## src/rtl/core/assert_macros.svh

```systemverilog
// Concurrent assertion helpers; they compile away when SYNTHESIS is defined.
`ifndef ASSERT_MACROS_SVH
`define ASSERT_MACROS_SVH

`ifndef SYNTHESIS

`define ASSERT_CLK(lbl, clk, rst, prop, msg) \
  lbl: assert property (@(posedge clk) disable iff (rst) prop) else $error(msg);

`define ASSERT_NEVER(lbl, clk, rst, cond, msg) \
  lbl: assert property (@(posedge clk) disable iff (rst) !(cond)) else $error(msg);

`else

`define ASSERT_CLK(lbl, clk, rst, prop, msg)

`define ASSERT_NEVER(lbl, clk, rst, cond, msg)

`endif

`endif

```

## src/rtl/core/ddq_pkg.sv

```systemverilog
package ddq_pkg;

  typedef enum logic [1:0] {
    OP_PUSH_BACK  = 2'd0,
    OP_PUSH_FRONT = 2'd1,
    OP_POP_FRONT  = 2'd2,
    OP_POP_BACK   = 2'd3
  } ddq_op_t;

  typedef enum logic [1:0] {
    STAT_DONE  = 2'd0,
    STAT_EMPTY = 2'd1,
    STAT_FULL  = 2'd2
  } ddq_status_t;

  localparam logic signed [31:0] EMPTY_WORD = -32'sd1000;

  typedef struct packed {
    ddq_op_t            op;
    logic signed [31:0] value;
  } ddq_req_t;

  typedef struct packed {
    logic signed [31:0] front_word;
    logic signed [31:0] back_word;
    logic [4:0]         count;
    ddq_status_t        status;
  } ddq_rsp_t;

endpackage

```

## src/rtl/core/ddq_ram.sv

```systemverilog
// Word store: one write port, two read ports, registered read data.
module ddq_ram #(
  parameter int DEPTH = 16
) (
  input  logic                             clk,
  input  logic                             we,
  input  logic [$clog2(DEPTH)-1:0]         waddr,
  input  logic signed [31:0]               wdata,
  input  logic                             re,
  input  logic [$clog2(DEPTH)-1:0]         raddr_a,
  input  logic [$clog2(DEPTH)-1:0]         raddr_b,
  output logic signed [31:0]               rdata_a,
  output logic signed [31:0]               rdata_b
);
  import ddq_pkg::*;

  logic signed [31:0] mem [DEPTH];

  always_ff @(posedge clk) begin
    if (we) begin
      mem[waddr] <= wdata;
    end
    if (re) begin
      rdata_a <= mem[raddr_a];
      rdata_b <= mem[raddr_b];
    end
  end

endmodule

```

## src/rtl/core/double_ended_queue_top.sv

```systemverilog
// Bounded double-ended queue of signed 32-bit words in a ring of DEPTH slots.
// Request channel (req_valid/req_ready/req): one beat carries an operation
// (push back, push front, pop front, pop back) and the word to push.
// Response channel (rsp_valid/rsp_ready/rsp): one beat per request with the
// front word, back word, count and status after the operation. Both words
// read -1000 when the queue is empty. A push on a full queue is dropped with
// status 2; a pop on an empty queue is ignored with status 1.
// Each request runs update/write, synchronous memory read of the front
// and back slots (ST_READ) and response load (ST_LOAD); no new request is
// taken until the current one is back in ST_IDLE.
// The response sits in an output register, so the next request is taken
// while a response waits; if the receiver stalls, the following response
// is held back until the register frees and no new request is taken then.
// Reset (rst, synchronous) empties the queue and drops any pending
// response; the slot memory itself is not cleared.
module double_ended_queue_top #(
  parameter int DEPTH = 16
) (
  input  logic              clk,
  input  logic              rst,
  input  logic              req_valid,
  output logic              req_ready,
  input  ddq_pkg::ddq_req_t req,
  output logic              rsp_valid,
  input  logic              rsp_ready,
  output ddq_pkg::ddq_rsp_t rsp
);
  import ddq_pkg::*;

  localparam int AW = $clog2(DEPTH);
  localparam int CW = $clog2(DEPTH + 1);
  localparam logic [AW-1:0] LAST_SLOT = AW'(DEPTH - 1);
  localparam logic [CW-1:0] FULL_COUNT = CW'(DEPTH);

  typedef enum logic [2:0] {
    ST_IDLE = 3'b001,
    ST_READ = 3'b010,
    ST_LOAD = 3'b100
  } state_t;

  state_t         state, state_next;
  logic [AW-1:0]  head, head_next;
  logic [AW-1:0]  tail, tail_next;
  logic [CW-1:0]  count, count_next;
  ddq_status_t    status_q, status_next;

  logic              accept;
  logic              is_push;
  logic              full;
  logic              empty;
  logic              load_ok;
  logic [AW-1:0]     head_inc, head_dec, tail_inc, tail_dec;
  logic              wr_en;
  logic [AW-1:0]     wr_addr;
  logic signed [31:0] rd_front, rd_back;
  logic [CW+4:0]     count_ext;

  assign req_ready = (state == ST_IDLE);
  assign accept    = req_valid && req_ready;
  assign is_push   = (req.op == OP_PUSH_BACK) || (req.op == OP_PUSH_FRONT);
  assign full      = (count == FULL_COUNT);
  assign empty     = (count == '0);
  assign load_ok   = !rsp_valid || rsp_ready;
  assign count_ext = {5'b0, count};

  assign head_inc = (head == LAST_SLOT) ? '0 : head + 1'b1;
  assign head_dec = (head == '0) ? LAST_SLOT : head - 1'b1;
  assign tail_inc = (tail == LAST_SLOT) ? '0 : tail + 1'b1;
  assign tail_dec = (tail == '0) ? LAST_SLOT : tail - 1'b1;

  // Pointer/count update for the request on the port
  always_comb begin
    head_next   = head;
    tail_next   = tail;
    count_next  = count;
    status_next = STAT_DONE;
    wr_en       = 1'b0;
    wr_addr     = tail;
    unique case (req.op)
      OP_PUSH_BACK: begin
        if (full) begin
          status_next = STAT_FULL;
        end else begin
          wr_en      = 1'b1;
          wr_addr    = tail;
          tail_next  = tail_inc;
          count_next = count + 1'b1;
        end
      end
      OP_PUSH_FRONT: begin
        if (full) begin
          status_next = STAT_FULL;
        end else begin
          wr_en      = 1'b1;
          wr_addr    = head_dec;
          head_next  = head_dec;
          count_next = count + 1'b1;
        end
      end
      OP_POP_FRONT: begin
        if (empty) begin
          status_next = STAT_EMPTY;
        end else begin
          head_next  = head_inc;
          count_next = count - 1'b1;
        end
      end
      OP_POP_BACK: begin
        if (empty) begin
          status_next = STAT_EMPTY;
        end else begin
          tail_next  = tail_dec;
          count_next = count - 1'b1;
        end
      end
      default: begin
        status_next = STAT_DONE;
      end
    endcase
  end

  always_comb begin
    state_next = state;
    unique case (state)
      ST_IDLE: if (accept) state_next = ST_READ;
      ST_READ: state_next = ST_LOAD;
      ST_LOAD: if (load_ok) state_next = ST_IDLE;
      default: state_next = ST_IDLE;
    endcase
  end

  // Reads happen in ST_READ, after the write has landed, so no forwarding needed.
  ddq_ram #(
    .DEPTH(DEPTH)
  ) u_ram (
    .clk     (clk),
    .we      (accept && wr_en),
    .waddr   (wr_addr),
    .wdata   (req.value),
    .re      (state == ST_READ),
    .raddr_a (head),
    .raddr_b (tail_dec),
    .rdata_a (rd_front),
    .rdata_b (rd_back)
  );

  always_ff @(posedge clk) begin
    if (rst) begin
      state     <= ST_IDLE;
      head      <= '0;
      tail      <= '0;
      count     <= '0;
      status_q  <= STAT_DONE;
      rsp_valid <= 1'b0;
    end else begin
      state <= state_next;
      if (accept) begin
        head     <= head_next;
        tail     <= tail_next;
        count    <= count_next;
        status_q <= status_next;
      end
      if (state == ST_LOAD && load_ok) begin
        rsp_valid <= 1'b1;
      end else if (rsp_ready) begin
        rsp_valid <= 1'b0;
      end
    end
  end

  always_ff @(posedge clk) begin
    if (state == ST_LOAD && load_ok) begin
      rsp.front_word <= empty ? EMPTY_WORD : rd_front;
      rsp.back_word  <= empty ? EMPTY_WORD : rd_back;
      rsp.count      <= count_ext[4:0];
      rsp.status     <= status_q;
    end
  end

`include "assert_macros.svh"

  `ASSERT_NEVER(a_count_bound, clk, rst, count > FULL_COUNT, "count above depth")
  `ASSERT_CLK(a_full_push_holds, clk, rst, (accept && is_push && full) |=> ($stable(count) && $stable(head) && $stable(tail)), "push on full changed state")
  `ASSERT_CLK(a_rsp_from_load, clk, rst, $rose(rsp_valid) |-> $past(state == ST_LOAD), "response raised outside load")
  `ASSERT_CLK(a_empty_words, clk, rst, (state == ST_LOAD && load_ok && empty) |=> (rsp.front_word == EMPTY_WORD && rsp.back_word == EMPTY_WORD), "empty queue words wrong")

endmodule
```

## config.mk

```make
export PLATFORM = sky130hd
export DESIGN_NAME = double_ended_queue_top
export DESIGN_NICKNAME = d
export VERILOG_FILES = /design/src/rtl/core/ddq_pkg.sv /design/src/rtl/core/ddq_ram.sv /design/src/rtl/core/double_ended_queue_top.sv
export VERILOG_INCLUDE_DIRS = /design/src /design/src/rtl/core
export SDC_FILE = /design/constraint.sdc
export NUM_CORES = 1
export LEC_CHECK = 0
export ABC_AREA = 1
export BUFFER_PORTS_ARGS = -buffer_cell sky130_fd_sc_hd__buf_2
export CORE_MARGIN = 1.5
export CORE_UTILIZATION = 30
export CTS_CLUSTER_DIAMETER = 60
export CTS_CLUSTER_SIZE = 20
export DETAILED_ROUTE_END_ITERATION = 10
export PLACE_DENSITY_LB_ADDON = 0.1
export SLEW_MARGIN = 20
export SYNTH_ARGS = -nofsm -noshare
export SYNTH_HDL_FRONTEND = slang
export SYNTH_SLANG_ARGS = --single-unit
```

## constraint.sdc

```tcl
create_clock -name clk -period 8.42 [get_ports clk]
set_input_delay 1.684 -clock clk [delete_from_list [all_inputs] [get_ports clk]]
set_output_delay 1.684 -clock clk [all_outputs]
set_load 0.01 [all_outputs]
```

Yosys cells after proc, flatten, opt, wreduce, memory -nomap -nowiden --
Memory sizes are Yosys's and may differ from the RTL's. A register that Yosys moved wholly into a read port is not among the register bits. Index checks and enable logic that the tools add are counted.
Storage, ports and cells: register bits after elaboration 90, RAM bits 512, output and inout bits 73, word-level logic and storage cells 79, memories 1
Cells by class: $add $sub $neg 6, equality and inequality tests 17, multiplexer cells 27, reductions and logical operators 18
Memories:
- u_ram.mem | words 16, bits a word 32, read ports 2, clocked after memory_dff 2, write ports 1, line ddq_ram.sv:17 | logic signed [31:0] mem [DEPTH];
Operators by type and width (count):
- $mux 4 | 10
- $pmux 4 s2 | 2
- $ne 2x2->1 const B | 7
- $mux 5 | 2
- $pmux 5 s2 | 1
- $pmux 3 s3 | 1
- $add 4x1->4 const B | 2
- $eq 4x4->1 const B | 2
- $logic_not 4->1 | 2
- $reduce_and 4->1 | 2
- $sub 4x1->4 const B | 2
- $mux 1 | 7
- $mux 3 | 2
- $reduce_bool 2->1 | 3
- $add 5x1->5 const B | 1
- $eq 5x5->1 const B | 1
- $logic_not 5->1 | 1
- $sub 5x1->5 const B | 1
- $eq 2x2->1 const B | 2
- $pmux 2 s2 | 1
- $reduce_or 2->1 | 2
- $eq 3x1->1 const B | 1
- $eq 3x2->1 const B | 1
- $eq 3x3->1 const B | 1
- other kinds (9) | 11

Logic depth before layout (Yosys ltp) --
depth in word-level cells 6, depth in mapped cells 13

By module --
Synthesis repeated with hierarchy kept, for this count alone.
Unflattened totals: cells, all modules 3735, area total of the unflattened synthesis 33373.3 um^2
By module, submodules not included:
- ddq_ram | times used 1, cells an instance 3317, area each 29311.9 um^2, sequential area each 17296.6 um^2
- double_ended_queue_top | times used 1, cells an instance 418, area each 4061.4 um^2, sequential area each 2512.4 um^2

Worst setup path before layout --
No wires, ideal clock.
path kind input -> register, start point input rsp_ready, end point register rsp[0] (netlist bit) (enable), setup time 676 ps, arrival 8440 ps, slack -696 ps, stages 2, path buffers 0, cells stage by stage nor2_1 nor4_1
Between the ends: word-level cells in the longest chain between the ends 2
Ends and longest elaborated chain:
- start: declaration | line double_ended_queue_top.sv:25 | input logic rsp_ready,
- $logic_or 1x1->1 | line double_ended_queue_top.sv:63 | assign load_ok = !rsp_valid || rsp_ready;
- $logic_and 1x1->1 | line double_ended_queue_top.sv:172 | if (state == ST_LOAD && load_ok) begin
- end: declaration | line double_ended_queue_top.sv:26 | output ddq_pkg::ddq_rsp_t rsp
No other way between the ends. A chain may end at the register's enable or synchronous reset.

Worst setup path in the final report --
start point register tail[0], end point register u_ram.rdata_b[5] (read register of u_ram.mem) (data pin)
Between the ends: word-level cells in the longest chain between the ends 2, elaborated cells between the ends (all ways) 3, classes of those cells add/sub: 1; mux: 1; reduce/logical: 1
Ends and longest elaborated chain:
- start: declaration | line double_ended_queue_top.sv:43 | logic [AW-1:0] tail, tail_next;
- start signal: assignment | line double_ended_queue_top.sv:159 | tail <= tail_next;
- $sub 4x1->4 / $logic_not 4->1 (equally long branches) | line double_ended_queue_top.sv:69 | assign tail_dec = (tail == '0) ? LAST_SLOT : tail - 1'b1;
- $mux 4 * | line double_ended_queue_top.sv:69
- end: declaration | line ddq_ram.sv:13 | output logic signed [31:0] rdata_b
Every way passes the cells marked *; elsewhere a longest branch is shown, timed or not.

==> impl_metrics.toml <==
[setup_path]
r2r_start = "tail[0]"
critPathSlowestCell = "buf_4"
cp_common_cell = "nand3_1"
reg2reg_depth = 11
timing.rr.end = "u_ram.rdata_b[5]"
r2r_slack_ps = 4010
cp-start-kind = "register"
crit_chain = "inv_2 -> ha_4 -> nand2_8 -> nand2_8 -> buf_4 -> buf_4 -> nand2_1 -> nand3_1 -> nand3_1 -> nand3_1 -> nand2_1"
critPathKind = "register to register"
end_kind = "register"
path_max_fanout = 102
crit_end = "u_ram.rdata_b[5]"
cp.required_ps = 8750
crit_start = "tail[0]"
critPathArrivalTime_ps = 4740
slowest_delay_ps = 740

[synthesis]
seq_area_frac_synth = 0.614
synth_nets = 3396
synth_seq_cells = 666
synthTopCellsByArea = "edfxtp_1 60%, nand3_1 12%, nand2_1 5.8%, inv_1 5.2%, a21oi_1 3.5%"
synth_top_area_frac = 0.602
muxShareOfSynthArea = 0
synthSimpleGateAreaFrac = 0.208
yosysUniqueCellTypes = 32
syn_area_mm2 = 0.0323
synth_compound_area_frac = 0.0851
synth.avg_cell_area_um2 = 9.63
synth-adder-area-share = 0.00334
synth_xor_area_frac = 0.00190
syn_inst = 3350
ys_warn_count = 0
synth_top_area_cell = "edfxtp_1"
synth_top_family_by_area = "simple AND/OR/NAND/NOR gates"

[timing]
rsz0062_at_grt = "false"
finalSetupTns_ps = 0
finalClockSkew_ps = 28.8
hold_viol = 0
slew_headroom = 0.278
fmax_mhz = 227
fin_crit_sh = 0.524
setup_viol = 0
finalMaxSlewViolations = 0
worstMarginPinSlew_ps = 1080
min_period_ps = 4410

[clocking]
clock-root-buffer = "clkbuf_16"
cts_buffer_depth = 3
cts_tree = "done"
clk_pin_slew_ps = 70
clk_latency_ps = 640
cts_setup_buffers = 0
ctsHoldBuffers = 0
htree_levels = 3
cts_buffers = 68
post_cts_resized = 0
numClockSinks = 666

[die]
die_w_um = 331
die_y_um = 331
start_util = 0.302
std_cell_rows = 120
core_mm2 = 0.107
dieArea_mm2 = 0.109
ios = 111

[grt]
grt_pass1_vias = 23621
grt_usage = 0.211
grt_pass1_wl_mm = 169
antenna_found_initial = 8
grt_max_degree = 116
grt_remaining_overflow = 0

[detailed_routing]
routedWlPerCell_um = 24.3
dr.pass1.iters = 5
ant_nets = 0
vias_per_cell = 5.14
drt_iter0_markers = 2359
vias = 24654
drcViolationCount = 0
routed_wirelength_mm = 117

[final_layout]
syn_to_final_growth_pct = 13.0
fin_util = 0.341
nFillCells = 10899
final_cell_mix = "763 x nand3_1, 647 x edfxtp_1, 495 x nand2_1, 446 x inv_1, 225 x a21oi_1"
layout-drive-gt1-share = 0.0955
final_common_cell = "nand3_1"
finalNonFillerCells = 4799
nets = 3384

[placed_design]
dp.cells = 4671
port-buffer-count = 110
dp_hpwl_mm = 65.9
gp_congestion = 0.790

[status]
status = "finished clean"

[worst_hold_path]
min_path_type = "register to register"

[power]
p_leak_uw = 0.0141
power_density_mw_per_mm2 = 246
ir_worst_vdd_mv = 0.136
p_total_uw = 8950

[run]
maxCapViolations = 0
[kinds of logic after synthesis]
kind of cell               Yosys count
xor gates and xnor gates             7
adders and majority gates            8
buffers and inverters              700
and+or+nand+nor                   1437
AOI/OAI and AO/OA                  532
DFF                                666
[sequential cells by signal (all words and copies together) (netlist names), 3 cells and up]
register	flops
head	4
u_ram.mem	512
rsp	71
count	5
u_ram.rdata_a	32
state	3
u_ram.rdata_b	32
tail	4
[metrics by stage]
step,hold slack [ps],cell area [um2],setup WS (ps)
2_1_floorplan,403,32300,2310
3_3_place_gp,424,34100,3760
3_5_place_dp,429,34100,3740
4_1_cts,448,36400,4000
5_1_grt,455,36400,3800
6_report,455,36400,4010
[worst min-delay path by stage]
stage | from | end | slack (ps) | cells after the start
after CTS | status_q[1] | rsp[1] | 450 | 0
final | status_q[0] | rsp[0] | 450 | 0
after detailed placement | status_q[1] | rsp[1] | 430 | 0
after global routing | status_q[0] | rsp[0] | 460 | 0
after global placement | status_q[1] | rsp[1] | 420 | 0
after floorplan | status_q[0] | rsp[0] | 400 | 0
[where the power goes]
group / internal, uW / switching, uW / leakage [uW]
registers: 3750 / 64.7 / 0.00598
clock network: 1750 / 1520 / 0.00115
logic: 414 / 1450 / 0.00693
total: 5910 / 3030 / 0.0141
[routing by layer]
metal / share of wire / up-vias / routed length [um] / global-route usage
li1: - / 11539 / - / -
met1: 0.47 / 12065 / 54400 / 0.303
met2: 0.45 / 897 / 52200 / 0.332
met3: 0.066 / 151 / 7680 / 0.0353
met4: 0.021 / 2 / 2500 / 0.0518
met5: 0.000094 / - / 11 / 0
[cell usage after synthesis]
master / instances
nand2_1: 495
ha_1: 7
xnor2_1: 5
dfxtp_1: 19
nand2_2: 1
clkbuf_1: 101
fa_1: 1
buf_1: 34
nand3_1: 764
o211ai_1: 16
nand4_1: 3
nor2_2: 2
a31oi_1: 1
inv_2: 9
xor2_1: 2
nor4_1: 1
buf_6: 3
buf_2: 83
o22ai_1: 7
nor2_4: 1
nor3_1: 3
edfxtp_1: 647
inv_1: 448
o221ai_1: 8
a21oi_1: 225
nand3b_1: 80
nor2_1: 85
buf_4: 22
o21ai_1: 52
o21ai_0: 222
nand2_4: 2
o21ai_2: 1
[cell type report]
class                           count  area (um2)  area share
Sequential cell                   666       19800       0.544
Multi-Input combinational cell   1984        9810       0.269
Clock buffer                       73        1760      0.0484
Tap cell                         1403        1760      0.0482
Inverter                          457        1730      0.0475
Timing Repair Buffer              161         946      0.0260
Clock inverter                     52         608      0.0167
Antenna cell                        3        7.51    0.000206
[worst max-delay path: cells and delay by family, from the launching register on]
kind	cells	cell delay (ps)
DFF	1	580
buffers and inverters	3	1550
and+or+nand+nor	7	1640
adders and majority gates	1	210
Note: power is estimated with default switching activity, not from simulation.
